==> config.mk <==
export PLATFORM = sky130hd
export DESIGN_NAME = gcd_vec_cell
export DESIGN_NICKNAME = d
export VERILOG_FILES = /design/src/hdl/gcd_pkg.sv /design/src/hdl/gcd_vec_cell.sv
export SDC_FILE = /design/constraint.sdc
export NUM_CORES = 1
export LEC_CHECK = 0
export BUFFER_PORTS_ARGS = -buffer_cell sky130_fd_sc_hd__buf_2
export CELL_PAD_IN_SITES_DETAIL_PLACEMENT = 1
export CELL_PAD_IN_SITES_GLOBAL_PLACEMENT = 2
export CORE_ASPECT_RATIO = 0.8
export CORE_MARGIN = 1
export CORE_UTILIZATION = 30
export DETAILED_ROUTE_END_ITERATION = 6
export GPL_TIMING_DRIVEN = 0
export HOLD_SLACK_MARGIN = 0.05
export PLACE_DENSITY = 0.73
export SYNTH_ARGS = -nofsm -noshare
export SYNTH_HDL_FRONTEND = slang
export SYNTH_SLANG_ARGS = --single-unit
==> constraint.sdc <==
create_clock -name clk -period 4.3 [get_ports clk]
set_input_delay 0.43 -clock clk [delete_from_list [all_inputs] [get_ports clk]]
set_output_delay 0.43 -clock clk [all_outputs]
set_load 0.005 [all_outputs]
==> src/hdl/gcd_pkg.sv <==
`timescale 1ns / 1ps

package gcd_pkg;

  localparam int CORDIC_STAGES_DEF = 24;
  localparam int CW                = 34;
  localparam int SQRT_STEPS        = 31;

  typedef logic signed [CW-1:0] cw_t;

  typedef struct packed {
    cw_t x;
    cw_t y;
    cw_t z;
  } rot_t;

  typedef rot_t [3:0] rot4_t;

  typedef struct packed {
    logic [61:0] n;
    logic [61:0] res;
  } sq_t;

  typedef sq_t [1:0] sq2_t;

  localparam cw_t GAIN_Q30 = 34'sh026DD3B6A;

  localparam logic [31:0] ATAN_SMALL [10] = '{
    32'h3243F6A8, 32'h1DAC6705, 32'h0FADBAFC, 32'h07F56EA6, 32'h03FEAB76,
    32'h01FFD55B, 32'h00FFFAAA, 32'h007FFF55, 32'h003FFFEA, 32'h001FFFFD
  };

  // arctangent of 2^-i in Q2.30
  function automatic cw_t atan_q30(input int i);
    cw_t a;
    a = '0;
    if (i < 10) begin
      a = cw_t'(ATAN_SMALL[i[3:0]]);
    end else if (i <= 30) begin
      a = cw_t'(34'd1 << (30 - i));
    end
    return a;
  endfunction

endpackage

==> src/hdl/gcd_vec_cell.sv <==
`timescale 1ns / 1ps

// One vectoring-mode CORDIC step: drives y toward zero, collects angle in z.
module gcd_vec_cell #(
  parameter int STAGE = 0
) (
  input  logic          clk,
  input  logic          rst_n,
  input  logic          in_valid,
  output logic          in_ready,
  input  gcd_pkg::rot_t in_data,
  output logic          out_valid,
  input  logic          out_ready,
  output gcd_pkg::rot_t out_data
);

  localparam gcd_pkg::cw_t ANG = gcd_pkg::atan_q30(STAGE);

  logic          v_r;
  gcd_pkg::rot_t d_r, d_nxt;

  always_comb begin
    if (!in_data.y[gcd_pkg::CW-1] && (in_data.y != '0)) begin
      d_nxt.x = in_data.x + (in_data.y >>> STAGE);
      d_nxt.y = in_data.y - (in_data.x >>> STAGE);
      d_nxt.z = in_data.z + ANG;
    end else begin
      d_nxt.x = in_data.x - (in_data.y >>> STAGE);
      d_nxt.y = in_data.y + (in_data.x >>> STAGE);
      d_nxt.z = in_data.z - ANG;
    end
  end

  assign in_ready  = !v_r || out_ready;
  assign out_valid = v_r;
  assign out_data  = d_r;

  always_ff @(posedge clk) begin
    if (!rst_n) begin
      v_r <= 1'b0;
    end else if (in_ready) begin
      v_r <= in_valid;
    end
  end

  always_ff @(posedge clk) begin
    if (in_ready && in_valid) begin
      d_r <= d_nxt;
    end
  end

endmodule

==> results.json <==
{
  "power_leakage_nw": 5.61,
  "finalCriticalPeriod_ns": 4.14,
  "nets": 1693,
  "die_x_um": 211,
  "place_hpwl_um": 35000,
  "slew_headroom_pct": 20.0,
  "synth-seq-cells": 102,
  "synth-compound-area-share_pct": 25.5,
  "synth_edf_count": 101,
  "period_share_pct": 96.4,
  "final_area_um2": 12800,
  "drive_gt1_share_pct": 19.5,
  "syn_area_per_cell_um2": 8.55,
  "drt_iter0_drc": 889,
  "worstMarginPinSlew_ns": 1.18,
  "multi_input_area_um2": 7060,
  "final_common_cell": "buf_2",
  "core-area_um2": 34100,
  "cts_made_buffers": 9,
  "ios": 210,
  "clk_latency_ns": 0.38,
  "via_per_inst": 5.36,
  "area_delta_synth_final_pct": 21.6,
  "regArea_um2": 3050,
  "routed_wl_um": 43100,
  "muxShareOfSynthArea_pct": 1.54,
  "r2r-end": "out_data[49]$_DFFE_PP_",
  "ant_nets": 0,
  "rsz0062_at_grt": "false",
  "cp.depth": 17,
  "finalHoldViolations": 0,
  "syn_area_um2": 10500,
  "r2r_setup_slack_ns": 2.50,
  "synth_top_family_by_area": "compound AO/OA/AOI/OAI gates",
  "timing.fmax_ghz": 0.241,
  "drv_slew": 0,
  "start_util_pct": 30.8,
  "post-route-util_pct": 37.5,
  "worstSetupEndpoint": "out_data[33]$_DFFE_PP_",
  "antenna_found_initial": 2,
  "setup_viol": 0,
  "crit_type": "input port to register",
  "grt_overflow": 0,
  "routedWlPerCell_um": 22.4,
  "r2r_cells": 3,
  "required_ns": 4.42,
  "cts_root_buf": "clkbuf_16",
  "clk_pin_slew_ns": 0.08,
  "startpoint": "in_data[60]",
  "row_count": 60,
  "slowest_stage": "a221o_1",
  "synth_fa_ha_area_share_pct": 16.0,
  "route.detailed.drc": 0,
  "grt_pass1_vias": 10200,
  "synth_area_leaders": "edfxtp_1 29%, ha_1 15%, a21oi_1 7.0%",
  "crit_chain": "buf_2 > nor4_4 > nand4_1 > nor3_4 > nor2_2 > buf_4 > buf_12 > ha_4 > a21o_1 > a221o_1 > a31oi_4 > o31ai_1 > a31o_2 > a31o_2 > a21o_1 > a21oi_1 > xnor2_1",
  "layout.cells.non_filler": 1926,
  "synth_top_cell_area_share_pct": 28.9,
  "critPathCaptureType": "register",
  "crit_path_start_kind": "input port",
  "syn_inst": 1230,
  "place_area_um2": 12200,
  "crit_family": "compound AO/OA/AOI/OAI gates",
  "power_mw": 3.81,
  "grt_pass1_wl_um": 63600,
  "cts_tree": "yes",
  "place_congestion": 0.936,
  "die-height_um": 169,
  "path_buf_inv": 3,
  "path_max_fanout": 23,
  "synth_cell_types": 76,
  "dr.pass1.iters": 5,
  "finClkSkew_ns": 0.0104,
  "synthFlopType": "edfxtp_1",
  "arrival_ns": 4.27,
  "layout_common_cells": "213 x buf_2, 147 x a21oi_1, 123 x ha_1",
  "grt_use_total_pct": 23.7,
  "clock_path_buffers": 2,
  "status": "complete, no violations",
  "cpPeakStageDelay_ns": 0.44,
  "synth-seq-area-share_pct": 29.0,
  "yosys.area_share.simple_pct": 14.5,
  "cts-htree-levels": 3,
  "yosysTopAreaCell": "edfxtp_1",
  "maxCapViolations": 0,
  "ir_drop_v": 0.000148,
  "yosysWarnings": 0,
  "synth_nets": 1468,
  "synth-xor-area-share_pct": 7.66,
  "clkSinkCount": 102,
  "fillers": 4153,
  "hold_path_class": "input port to register",
  "r2r_start": "out_valid$_SDFFE_PN0N_",
  "powerDensity_nw_per_um2": 298,
  "grt_max_degree": 58,
  "dieArea_um2": 35800,
  "dpl.cell_count": 1905,
  "async_reset_ff_share_pct": 0,
  "numPortBuffers": 209,
  "vias": 10300
}
-- per-layer routing --
metal  up-vias  track usage (%)  wire length [um]
li1       4925                -                 -
met1      5022             34.7             21300
met2       345             36.1             18500
met3        36             3.98              2710
met4         2             4.79               581
met5         -                0                13
-- cell usage after synthesis, types with 4 or more instances --
master    instances
a221oi_1          6
ha_1            128
and3_1            8
o21ai_0          79
o211ai_1         15
xnor2_1          70
or3_1             8
o21a_1           11
xor2_1           22
a31oi_1           8
edfxtp_1        101
or2_2             6
clkbuf_1         31
nand4_1          18
a21o_1           47
nor2_1          102
nand3b_1          4
o31ai_1           9
fa_1              4
nor2b_1          12
a31o_2            5
buf_2             4
buf_1            10
nand3_1          26
o211a_1           4
nor4_1           18
nand2_1          60
inv_1           106
a21oi_1         148
o21bai_1         28
nor3_1           25
mux2i_1          15
a211oi_1         13
nand2b_1         14
-- state kept, by name, summed over array words and instances (netlist names) --
signal and count:
out_data 101, out_valid 1
-- per-stage QoR --
stage          hold WS, ns  TNS [ns]  worst slack [ns]
2_1_floorplan        0.529         0            0.0263
3_3_place_gp         0.506    -83.88             -2.23
3_5_place_dp         0.531    -43.39             -2.18
4_1_cts              0.218   -0.0604           -0.0228
5_1_grt              0.218         0            0.0207
6_report             0.232         0             0.155
-- what timing repair did --
action                     CTS  global route
setup endpoints to repair   27             6
gates cloned                 0             1
gates resized for setup     29            13
pin swaps                    5             7
hold buffers                 0             0
buffers inserted             2             2
-- cell type report --
cell class              count  share of cell area (%)
clock inverters             6                   0.587
multi-input cells         972                    55.2
clock buffers              10                    1.79
flip-flops and latches    102                    23.9
repair buffers            215                    8.83
plain buffers              46                    1.82
inverters                 109                    3.31
diodes                      1                  0.0196
well taps                 465                    4.55
-- where the power goes --
part           leakage, nW  switching [mW]  internal [mW]  total [mW]
clock network        0.146           0.455          0.463       0.918
logic                 4.48           0.987          0.592        1.58
registers            0.985          0.0313           1.29        1.32
-- worst min path at each step --
stage          cells past startpoint                    from                     end  slack [ns]
2_1_floorplan                      0              in_data[0]   out_data[0]$_DFFE_PP_        0.53
3_3_place_gp                       2  out_valid$_SDFFE_PN0N_  out_valid$_SDFFE_PN0N_        0.51
3_5_place_dp                       2  out_valid$_SDFFE_PN0N_  out_valid$_SDFFE_PN0N_        0.53
4_1_cts                            1              in_data[1]   out_data[1]$_DFFE_PP_        0.22
5_1_grt                            1              in_data[1]   out_data[1]$_DFFE_PP_        0.22
6_report                           1              in_data[1]   out_data[1]$_DFFE_PP_        0.23
-- kinds of logic after synthesis --
kind of cell,after synthesis
AO/OA/AOI/OAI,418
AND/OR/NAND/NOR,314
buffers and inverters,156
adder cells (fa/ha/maj),132
flip-flops,102
XOR/XNOR,92
multiplexers,16
(Power assumes the default switching activity.)
