`src/hdl/gcd_pkg.sv`:
```
`timescale 1ns / 1ps

package gcd_pkg;

  localparam int CORDIC_STAGES_DEF = 24;
  localparam int CW                = 34;
  localparam int SQRT_STEPS        = 31;

  typedef logic signed [CW-1:0] cw_t;

  typedef struct packed {
    cw_t x;
    cw_t y;
    cw_t z;
  } rot_t;

  typedef rot_t [3:0] rot4_t;

  typedef struct packed {
    logic [61:0] n;
    logic [61:0] res;
  } sq_t;

  typedef sq_t [1:0] sq2_t;

  localparam cw_t GAIN_Q30 = 34'sh026DD3B6A;

  localparam logic [31:0] ATAN_SMALL [10] = '{
    32'h3243F6A8, 32'h1DAC6705, 32'h0FADBAFC, 32'h07F56EA6, 32'h03FEAB76,
    32'h01FFD55B, 32'h00FFFAAA, 32'h007FFF55, 32'h003FFFEA, 32'h001FFFFD
  };

  // arctangent of 2^-i in Q2.30
  function automatic cw_t atan_q30(input int i);
    cw_t a;
    a = '0;
    if (i < 10) begin
      a = cw_t'(ATAN_SMALL[i[3:0]]);
    end else if (i <= 30) begin
      a = cw_t'(34'd1 << (30 - i));
    end
    return a;
  endfunction

endpackage

```
`src/hdl/gcd_sqrt_cell.sv`:
```
`timescale 1ns / 1ps

// One result bit of a restoring square root on two lanes.
module gcd_sqrt_cell #(
  parameter int STAGE = 0
) (
  input  logic           clk,
  input  logic           rst_n,
  input  logic           in_valid,
  output logic           in_ready,
  input  gcd_pkg::sq2_t  in_data,
  output logic           out_valid,
  input  logic           out_ready,
  output gcd_pkg::sq2_t  out_data
);

  localparam logic [61:0] BIT = 62'd1 << (2 * (gcd_pkg::SQRT_STEPS - 1 - STAGE));

  logic          v_r;
  gcd_pkg::sq2_t d_r, d_nxt;
  logic [61:0]   trial [2];

  always_comb begin
    for (int l = 0; l < 2; l++) begin
      trial[l] = in_data[l].res + BIT;
      if (in_data[l].n >= trial[l]) begin
        d_nxt[l].n   = in_data[l].n - trial[l];
        d_nxt[l].res = (in_data[l].res >> 1) + BIT;
      end else begin
        d_nxt[l].n   = in_data[l].n;
        d_nxt[l].res = in_data[l].res >> 1;
      end
    end
  end

  assign in_ready  = !v_r || out_ready;
  assign out_valid = v_r;
  assign out_data  = d_r;

  always_ff @(posedge clk) begin
    if (!rst_n) begin
      v_r <= 1'b0;
    end else if (in_ready) begin
      v_r <= in_valid;
    end
  end

  always_ff @(posedge clk) begin
    if (in_ready && in_valid) begin
      d_r <= d_nxt;
    end
  end

endmodule

```
`config.mk`:
```
export PLATFORM = sky130hd
export DESIGN_NAME = gcd_sqrt_cell
export DESIGN_NICKNAME = d
export VERILOG_FILES = /design/src/hdl/gcd_pkg.sv /design/src/hdl/gcd_sqrt_cell.sv
export SDC_FILE = /design/constraint.sdc
export NUM_CORES = 1
export LEC_CHECK = 0
export BUFFER_PORTS_ARGS = -buffer_cell sky130_fd_sc_hd__buf_2
export CAP_MARGIN = 20
export CORE_AREA = 4 4 195 197
export CTS_CLUSTER_DIAMETER = 120
export DETAILED_ROUTE_END_ITERATION = 7
export DIE_AREA = 0 0 199 201
export PLACE_DENSITY_LB_ADDON = 0.15
export SLEW_MARGIN = 20
export SYNTH_ARGS = -nofsm -noshare
export SYNTH_HDL_FRONTEND = slang
export SYNTH_SLANG_ARGS = --single-unit
export TNS_END_PERCENT = 30
```
`constraint.sdc`:
```
create_clock -name clk -period 14.8 [get_ports clk]
set_clock_uncertainty 0.2 [all_clocks]
set_input_delay 1.48 -clock clk [delete_from_list [all_inputs] [get_ports clk]]
set_output_delay 1.48 -clock clk [all_outputs]
set_load 0.05 [all_outputs]
```
==> results.sh, run 1 <==
export IMPL_cts_max_level=1
export IMPL_cts_tree="done"
export IMPL_cts_setup_buffers=0
export IMPL_grt_pass1_wl_um=78200
export IMPL_critPathSlowestCell="buf_6"
export IMPL_ys_seq_area_share_pct=43.5
export IMPL_fin_setup_tns_ns=0
export IMPL_yosys_area_share_simple_pct=11.7
export IMPL_holdPathEnd="out_valid"
export IMPL_p_leak_nw=9.57
export IMPL_fin_area_sq_um=20800
export IMPL_dp_hpwl_um=41300
export IMPL_layout_cells_non_filler=2658
export IMPL_critPathKind="input port to flip-flop"
export IMPL_row_count=70
export IMPL_cp_max_fo=124
export IMPL_cts_buffers=27
export IMPL_finalPower_mw=2.37
export IMPL_drt_iter0_drc=658
export IMPL_worstPathRequired_ns=14.89
export IMPL_synth_warnings=0
export IMPL_place_detailed_instances=2601
export IMPL_synth_top_cell_by_area="edfxtp_1"
export IMPL_cts_buffer_depth=3
export IMPL_placed_area_sq_um=19900
export IMPL_grt_pass1_vias=14700
export IMPL_r2r_slack_ns=11.57
export IMPL_hold_class="flip-flop to flip-flop"
export IMPL_yosys_area_top_type_share_pct=43.4
export IMPL_core_sq_um=36300
export IMPL_gp_congestion=0.898
export IMPL_finalWorstSetupSlack_ns=9.73
export IMPL_arrival_ns=5.16
export IMPL_rsz0062_at_grt="no"
export IMPL_ys_dominant_reg_cell="edfxtp_1"
export IMPL_synthXorXnorAreaFrac_pct=5.81
export IMPL_timing_fmax_mhz=197
export IMPL_vias=14600
export IMPL_combPwrFrac_pct=34.9
export IMPL_cts_root_buf="clkbuf_16"
export IMPL_yosys_cell_types_count=83
export IMPL_die_width_um=199
export IMPL_clkTransAtPathRegs_ns=0.06
export IMPL_max_stage_delay_ns=0.57
export IMPL_p_int_mw=1.52
export IMPL_cts_resized=0
export IMPL_synth_area_sq_um=17200
export IMPL_syn_inst=1694
export IMPL_track_usage_pct=24.3
export IMPL_power_density_nw_per_um2=114
export IMPL_syn_nets=2072
export IMPL_drt_wl_total_um=51600
export IMPL_yosys_top_cells_area="edfxtp_1 43%, ha_1 9.0%, mux2_4 5.0%"
export IMPL_final_nets=2541
export IMPL_utilization_pct=57.4
export IMPL_drive_gt1_share_pct=28.9
export IMPL_synthArstFlopShare_pct=0
export IMPL_antenna_found_initial=15
export IMPL_synth_top_family_by_area="compound AO/OA/AOI/OAI gates"
export IMPL_place_worst_setup_slack_ns=9.02
export IMPL_clkPwrFrac_pct=28.0
export IMPL_ios=502
export IMPL_ys_seq_elements=249
export IMPL_final_cell_mix="501 x buf_2, 248 x edfxtp_1, 179 x nand2_1"
export IMPL_ant_nets=0
export IMPL_avgRoutedWirePerCell_um=19.4
export IMPL_initial_core_util_pct=47.4
export IMPL_cp_common_cell="a31oi_1"
export IMPL_area_delta_synth_final_pct=21.2
export IMPL_postSynthAreaPerCell_sq_um=10.1
export IMPL_final_common_cell="buf_2"
export IMPL_synthMuxAreaShare_pct=5.36
export IMPL_rr_startpoint="out_valid"
export IMPL_finalCriticalPeriod_ns=5.07
export IMPL_status="finished, final reports clean"
export IMPL_synth_adder_area_share_pct=9.26
export IMPL_finalMaxSlewViolations=0
export IMPL_route_detailed_drc=0
export IMPL_min_from="out_valid"
export IMPL_clk_latency_ns=0.55
export IMPL_reg2reg_to="out_data[113]"
export IMPL_period_share_pct=34.2
export IMPL_clkSinkCount=249
export IMPL_p_sw_share_pct=35.9
export IMPL_die_area_sq_um=40000
export IMPL_ir_drop_mv=0.0821
export IMPL_timing_hold_ws_ns=0.371
export IMPL_drt_first_pass_iters=5
export IMPL_worstMarginPinSlew_ns=0.871
export IMPL_switching_power_uw=851
export IMPL_r2r_worst_path_cells=5
export IMPL_power_frac_seq_pct=37.1
export IMPL_maxCapViolCount=0
export IMPL_synth_compound_area_share_pct=18.9
export IMPL_slew_headroom_pct=41.9
export IMPL_whs_path_depth=2
export IMPL_detail_route_vias_per_cell=5.50
export IMPL_finalHoldViolCount=0
export IMPL_die_y_um=201
export IMPL_finalSetupViolCount=0
export IMPL_crit_path_start_kind="input port"
export IMPL_cp_cell_sequence="buf_2 -> inv_1 -> ha_1 -> fa_1 -> nor2b_1 -> o31a_1 -> o31ai_1 -> nand4b_1 -> a31oi_1 -> a31oi_1 -> a21oi_1 -> o21a_4 -> buf_6 -> mux2_2"
export IMPL_grt_remaining_overflow=0
export IMPL_grt_start_max_net_pins=125
export IMPL_worstSetupEndpointType="flip-flop"
export IMPL_synth_edf_count=248
export IMPL_holdBufCountCts=0
export IMPL_portBuffers=501
==> how the worst max path moves through the flow <==
stage	from	to	slack [ns]	depth (start not counted)
after CTS	in_data[186]	out_data[223]	9.59	14
after global placement	in_data[126]	out_data[218]	9.14	13
after global routing	in_data[186]	out_data[223]	9.51	14
final	in_data[186]	out_data[223]	9.73	14
after floorplan	out_ready	out_data[0]	6.33	2
after detailed placement	in_data[186]	out_data[218]	9.02	14
==> kinds of logic after synthesis <==
kind of cell    after synthesis
buf+inv                     216
compound gates              505
flops                       249
simple gates                421
fa+ha+maj                   126
xor+xnor                    114
mux                          63
==> power by group through the flow <==
| stage | registers (mW) | logic [mW] | clock network [mW] |
|---|---|---|---|
| final | 0.879 | 0.828 | 0.664 |
| after detailed placement | 0.894 | 0.825 | 0 |
| after global placement | 0.893 | 0.817 | 0 |
| after global routing | 0.884 | 0.892 | 0.711 |
| after floorplan | 1.12 | 0.410 | 0 |
| after CTS | 0.880 | 0.828 | 0.682 |
==> worst max-delay path, delay by kind of cell <==
kind                       cells  cell delay, ns
adders and majority gates      2            0.45
muxes                          1            0.42
AOI/OAI and AO/OA              6            1.79
buffers and inverters          3            0.72
and+or+nand+nor                2            0.26
==> cell type report <==
cell class / count / area, sq um
antenna: 6 / 15.0
clock buffer: 32 / 694
clock inverter: 18 / 158
fill: 3282 / 15400
inverter: 150 / 563
multi-input combinational: 1229 / 8780
sequential: 249 / 7470
tap: 468 / 586
timing repair buffer: 506 / 2570
==> state kept, by name, summed over array words and instances (netlist names) <==
signal     count
out_valid      1
out_data     248
==> synth_stat cells, drive strengths merged (18+ instances only) <==
master    n
o21a     18
edfxtp  248
and3     19
a21oi   142
a21o     58
inv     150
o21ai   141
xnor2    68
xor2     46
o21bai   38
mux2     61
nor2     81
nand2   180
buf      24
clkbuf   42
nand4    36
a31oi    23
nand3    27
ha      124
==> routing by layer <==
| layer | vias up | global-route usage, % | routed length [um] |
|---|---|---|---|
| li1 | 7153 | - | - |
| met1 | 6828 | 28.0 | 19700 |
| met2 | 518 | 43.7 | 26100 |
| met3 | 99 | 6.38 | 4150 |
| met4 | 18 | 7.50 | 1550 |
| met5 | - | 0 | 127 |
No activity file was read; power rests on OpenSTA's default activity.
==> inputs of run 2 (changes only) <==
CORE_AREA = not set   (was 4 4 195 197)
CORE_MARGIN = 4   (was not set)
CORE_UTILIZATION = 48   (was not set)
DIE_AREA = not set   (was 0 0 199 201)
clock period = 4.25 ns   (was 14.8 ns; I/O delays follow)
==> run 2 against run 1 <==
Compared with the run above: cell area increased by 12%; register-to-register slack worse by 9.2 ns; core utilization grew 8.6 points; non-clock buffer count increased by 246; first-iteration DRC count fell by 8.1%; sequential share of layout area shrank 3.9 points; worst hold slack worse by 0.34 ns; global-route usage is 3.2 points higher; routed wire length rose by 8.2%; highest routed layer unchanged.
==> results.sh, run 2 (same netlist as run 1, synthesis figures left out) <==
export IMPL_largest_register_ffs=248
export IMPL_filler_cell_count=2771
export IMPL_avgRoutedWirePerCell_um=19.3
export IMPL_finalMaxSlewViolations=0
export IMPL_grt_remaining_overflow=0
export IMPL_finalWorstSetupSlack_ns=0.167
export IMPL_gp_congestion=0.943
export IMPL_cp_max_fo=49
export IMPL_final_common_cell="buf_2"
export IMPL_initial_core_util_pct=48.5
export IMPL_die_width_um=197
export IMPL_critPathKind="input port to flip-flop"
export IMPL_final_nets=2788
export IMPL_finalCriticalPeriod_ns=4.08
export IMPL_drt_first_pass_iters=5
export IMPL_route_detailed_drc=0
export IMPL_detail_route_vias_per_cell=5.47
export IMPL_worstSetupEndpointType="flip-flop"
export IMPL_drive_gt1_share_pct=27.0
export IMPL_crit_path_start_kind="input port"
export IMPL_dp_hpwl_um=42700
export IMPL_cts_max_level=1
export IMPL_fin_area_sq_um=23400
export IMPL_cts_buffer_depth=3
export IMPL_finalHoldViolCount=0
export IMPL_drt_wl_total_um=55800
export IMPL_drt_iter0_drc=605
export IMPL_multi_input_area_sq_um=8790
export IMPL_clkSinkCount=249
export IMPL_grt_pass1_vias=16300
export IMPL_maxCapViolCount=0
export IMPL_die_area_sq_um=38900
export IMPL_p_leak_nw=10.7
export IMPL_cts_root_buf="clkbuf_16"
export IMPL_power_density_nw_per_um2=372
export IMPL_clkTransAtPathRegs_ns=0.06
export IMPL_vias=15800
export IMPL_final_cell_mix="501 x buf_2, 248 x edfxtp_1, 233 x dlygate4sd3_1"
export IMPL_ant_nets=0
export IMPL_utilization_pct=66.0
export IMPL_cts_tree="done"
export IMPL_timing_fmax_mhz=245
export IMPL_area_delta_synth_final_pct=36.1
export IMPL_finalSetupViolCount=0
export IMPL_finalPower_mw=8.71
export IMPL_slew_headroom_pct=42.8
export IMPL_track_usage_pct=27.4
export IMPL_cts_buffers=28
export IMPL_grt_start_max_net_pins=152
export IMPL_status="finished, final reports clean"
export IMPL_antenna_found_initial=4
export IMPL_core_sq_um=35400
export IMPL_period_share_pct=96.1
export IMPL_cts_setup_buffers=0
export IMPL_grt_pass1_wl_um=86200
export IMPL_hold_class="input port to flip-flop"
export IMPL_placed_area_sq_um=20100
export IMPL_ff_latch_area_sq_um=7470
export IMPL_place_worst_setup_slack_ns=-0.0519
export IMPL_worstPathRequired_ns=4.33
export IMPL_clk_latency_ns=0.55
export IMPL_ios=502
export IMPL_row_count=69
export IMPL_arrival_ns=4.17
export IMPL_ir_drop_mv=0.453
export IMPL_worstMarginPinSlew_ns=0.848
export IMPL_die_y_um=197
export IMPL_portBuffers=501
export IMPL_rsz0062_at_grt="no"
## run 2: cell types whose count changed in the layout (fill, tap and decap cells not counted), moves of 3 or more
cell	before	now
dlygate4sd3_1	0	233
buf_4	3	14
clkinv_1	9	3
buf_12	0	4
clkinv_2	5	8
clkinvlp_4	0	3
diode_2	6	3
## run 2: layout make-up
cell class	count	share of cell area (%)
Tap cell	461	2.47
Sequential cell	249	31.9
Antenna cell	3	0.0321
Clock buffer	32	3.15
Inverter	150	2.41
Multi-Input combinational cell	1229	37.6
Clock inverter	20	0.905
Timing Repair Buffer	752	21.5
## run 2: path summary, 6_finish.rpt
kind / from / endpoint / slack [ns] / depth (start not counted)
hold reg to reg: out_valid / out_data[190] / 0.88 / 3
setup / recovery: in_data[143] / out_data[188] / 0.17 / 14
setup reg to reg: out_valid / out_data[238] / 2.33 / 3
hold / removal: in_data[118] / out_data[118] / 0.03 / 2
## run 2: through the flow
| stage | instances | setup TNS, ns | hold slack [ns] |
|---|---|---|---|
| final | 2896 | 0 | 0.0291 |
| after global routing | 2896 | 0 | 0.00141 |
| after CTS | 2893 | 0 | 0.00295 |
| after detailed placement | 2608 | -0.0519 | 0.352 |
| after global placement | 2608 | 0 | 0.316 |
| after floorplan | 1694 | 0 | 0.324 |
## run 2: layer usage
| metal | global-route usage, % | vias up | part of all wire [%] |
|---|---|---|---|
| met5 | 0 | - | 0.050 |
| met2 | 49.5 | 633 | 50 |
| met1 | 32.4 | 7433 | 39 |
| met4 | 9.32 | 4 | 3.4 |
| li1 | - | 7646 | - |
| met3 | 5.95 | 114 | 7.4 |
## run 2: what timing repair did
action                                  in CTS  in global routing
hold endpoints to repair                   232                  0
gates resized for setup                      0                  2
hold buffers                               233                  0
endpoints found under the setup margin       0                 18
## run 2: where the power goes
part | switching (mW) | internal [mW] | total, mW
clock network | 1.03 | 1.49 | 2.52
registers | 0.0600 | 3.00 | 3.06
logic | 2.01 | 1.11 | 3.12
## run 2: worst max-delay path, stage by stage
cell           delay, ns
dlygate4sd3_1       0.51
buf_2               0.12
inv_1               0.05
ha_1                0.42
a21oi_1             0.12
o21ai_0             0.35
nor3b_1             0.24
a41o_1              0.15
a31oi_1             0.14
a31oi_1             0.45
a21oi_2             0.16
o21a_4              0.30
buf_12              0.19
o21ai_0             0.48
==> inputs of run 3 (changes only) <==
CORE_ASPECT_RATIO = 1.2   (was not set)
==> run 3 against run 2 <==
Compared with the run above: sequential power about the same; worst setup slack improved by 0.050 ns; maximum frequency is 1.2% higher; worst hold slack hardly changed; critical endpoint is now out_data[246]; register-to-register slack worse by 0.19 ns; highest routed layer unchanged; via count grew 0.41%; non-clock buffer count grew 8.
==> results.sh, run 3 (same netlist as run 1, synthesis figures left out) <==
export IMPL_cp_cell_sequence="dlygate4sd3_1 -> buf_2 -> inv_1 -> ha_1 -> fa_1 -> nor2b_1 -> o31a_1 -> o31ai_1 -> nand4b_1 -> a31oi_1 -> a31oi_1 -> a21oi_1 -> o21a_4 -> buf_4 -> o21ai_1"
export IMPL_row_count=75
export IMPL_timing_fmax_mhz=248
export IMPL_track_usage_pct=27.3
export IMPL_finalCriticalPeriod_ns=4.03
export IMPL_core_sq_um=35200
export IMPL_hold_class="input port to flip-flop"
export IMPL_cts_max_level=1
export IMPL_finalWorstSetupSlack_ns=0.217
export IMPL_cts_buffer_depth=3
export IMPL_die_y_um=215
export IMPL_filler_cell_count=2698
export IMPL_dp_hpwl_um=42700
export IMPL_clkTransAtPathRegs_ns=0.06
export IMPL_cp_common_cell="a31oi_1"
export IMPL_max_stage_delay_ns=0.53
export IMPL_die_width_um=181
export IMPL_grt_remaining_overflow=0
export IMPL_route_detailed_drc=0
export IMPL_final_cell_mix="501 x buf_2, 248 x edfxtp_1, 238 x dlygate4sd3_1"
export IMPL_ir_drop_mv=0.366
export IMPL_clkSinkCount=249
export IMPL_arrival_ns=4.13
export IMPL_final_common_cell="buf_2"
export IMPL_drt_first_pass_iters=5
export IMPL_final_nets=2796
export IMPL_grt_pass1_wl_um=86700
export IMPL_grt_start_max_net_pins=79
export IMPL_slew_headroom_pct=53.6
export IMPL_finalMaxSlewViolations=0
export IMPL_drt_wl_total_um=55600
export IMPL_die_area_sq_um=38900
export IMPL_drt_iter0_drc=730
export IMPL_area_delta_synth_final_pct=36.6
export IMPL_largest_register_ffs=248
export IMPL_initial_core_util_pct=48.8
export IMPL_status="finished, final reports clean"
export IMPL_worstMarginPinSlew_ns=0.689
export IMPL_cts_buffers=28
export IMPL_cts_tree="done"
export IMPL_grt_pass1_vias=16700
export IMPL_period_share_pct=94.9
export IMPL_finalSetupViolCount=0
export IMPL_rsz0062_at_grt="no"
export IMPL_critPathSlowestCell="dlygate4sd3_1"
export IMPL_finalHoldViolCount=0
export IMPL_clk_latency_ns=0.56
export IMPL_p_leak_nw=10.7
export IMPL_antenna_found_initial=6
export IMPL_cts_setup_buffers=0
export IMPL_maxCapViolCount=0
export IMPL_critPathKind="input port to flip-flop"
export IMPL_vias=15900
export IMPL_crit_path_start_kind="input port"
export IMPL_portBuffers=501
export IMPL_drive_gt1_share_pct=26.9
export IMPL_fin_setup_tns_ns=0
export IMPL_ios=502
export IMPL_avgRoutedWirePerCell_um=19.1
export IMPL_cts_root_buf="clkbuf_16"
export IMPL_cp_max_fo=21
export IMPL_worstSetupEndpointType="flip-flop"
export IMPL_ant_nets=0
export IMPL_power_density_nw_per_um2=368
export IMPL_gp_congestion=0.931
export IMPL_worstPathRequired_ns=4.34
export IMPL_finalPower_mw=8.64
export IMPL_detail_route_vias_per_cell=5.47
export IMPL_place_worst_setup_slack_ns=0.141
==> run 3: routing by layer <==
| metal | GRT usage [%] | vias to the layer above | share of wire, % |
|---|---|---|---|
| li1 | - | 7643 | - |
| met1 | 28.8 | 7478 | 36 |
| met2 | 51.8 | 619 | 53 |
| met3 | 5.99 | 153 | 7.0 |
| met4 | 11.7 | 2 | 4.5 |
| met5 | 0 | - | 0.013 |
==> run 3: per-stage QoR <==
| step | cell area (sq um) | cells | hold slack [ns] | util, % |
|---|---|---|---|---|
| after floorplan | 17200 | 1694 | 0.324 | - |
| after global placement | 20200 | 2612 | 0.309 | 57.3 |
| after detailed placement | 20200 | 2612 | 0.334 | 57.3 |
| after CTS | 23500 | 2901 | 0.000231 | 66.6 |
| after global routing | 23500 | 2905 | 0.00384 | 66.7 |
| final | 23500 | 2906 | 0.0293 | 66.7 |
==> run 3: area by class of cell <==
type | count | area [sq um] | area share (%)
antenna | 5 | 12.5 | 0.0533
timing repair buffer | 760 | 5150 | 21.9
clock inverter | 21 | 191 | 0.816
sequential | 249 | 7470 | 31.8
tap | 462 | 578 | 2.46
inverter | 150 | 563 | 2.40
multi-input combinational | 1229 | 8780 | 37.4
clock buffer | 30 | 729 | 3.11
==> run 3: worst paths after layout <==
path | startpoint | to | slack (ns) | cells past startpoint
worst max-delay path | in_data[186] | out_data[246] | 0.22 | 15
worst min-delay path | in_data[121] | out_data[121] | 0.03 | 2
worst max register to register | out_valid | out_data[176] | 2.14 | 3
worst min register to register | out_valid | out_data[148] | 0.84 | 2
==> run 3: repair_timing <==
action,CTS,global route
gates resized for setup,0,2
setup endpoints to repair,0,10
hold buffers,238,0
endpoints found under the hold margin,237,0
==> run 3: worst max-delay path, delay by kind of cell <==
kind            cells  cell delay (ns)
buf+inv             4             0.99
compound gates      7             2.01
simple gates        2             0.27
fa+ha+maj           2             0.42
==> run 3: power breakdown <==
| part | leakage (nW) | switching (mW) | internal, mW |
|---|---|---|---|
| Clock | 0.437 | 1.01 | 1.42 |
| Combinational | 7.84 | 2.01 | 1.13 |
| Sequential | 2.41 | 0.0611 | 3.00 |
| Total | 10.7 | 3.09 | 5.55 |
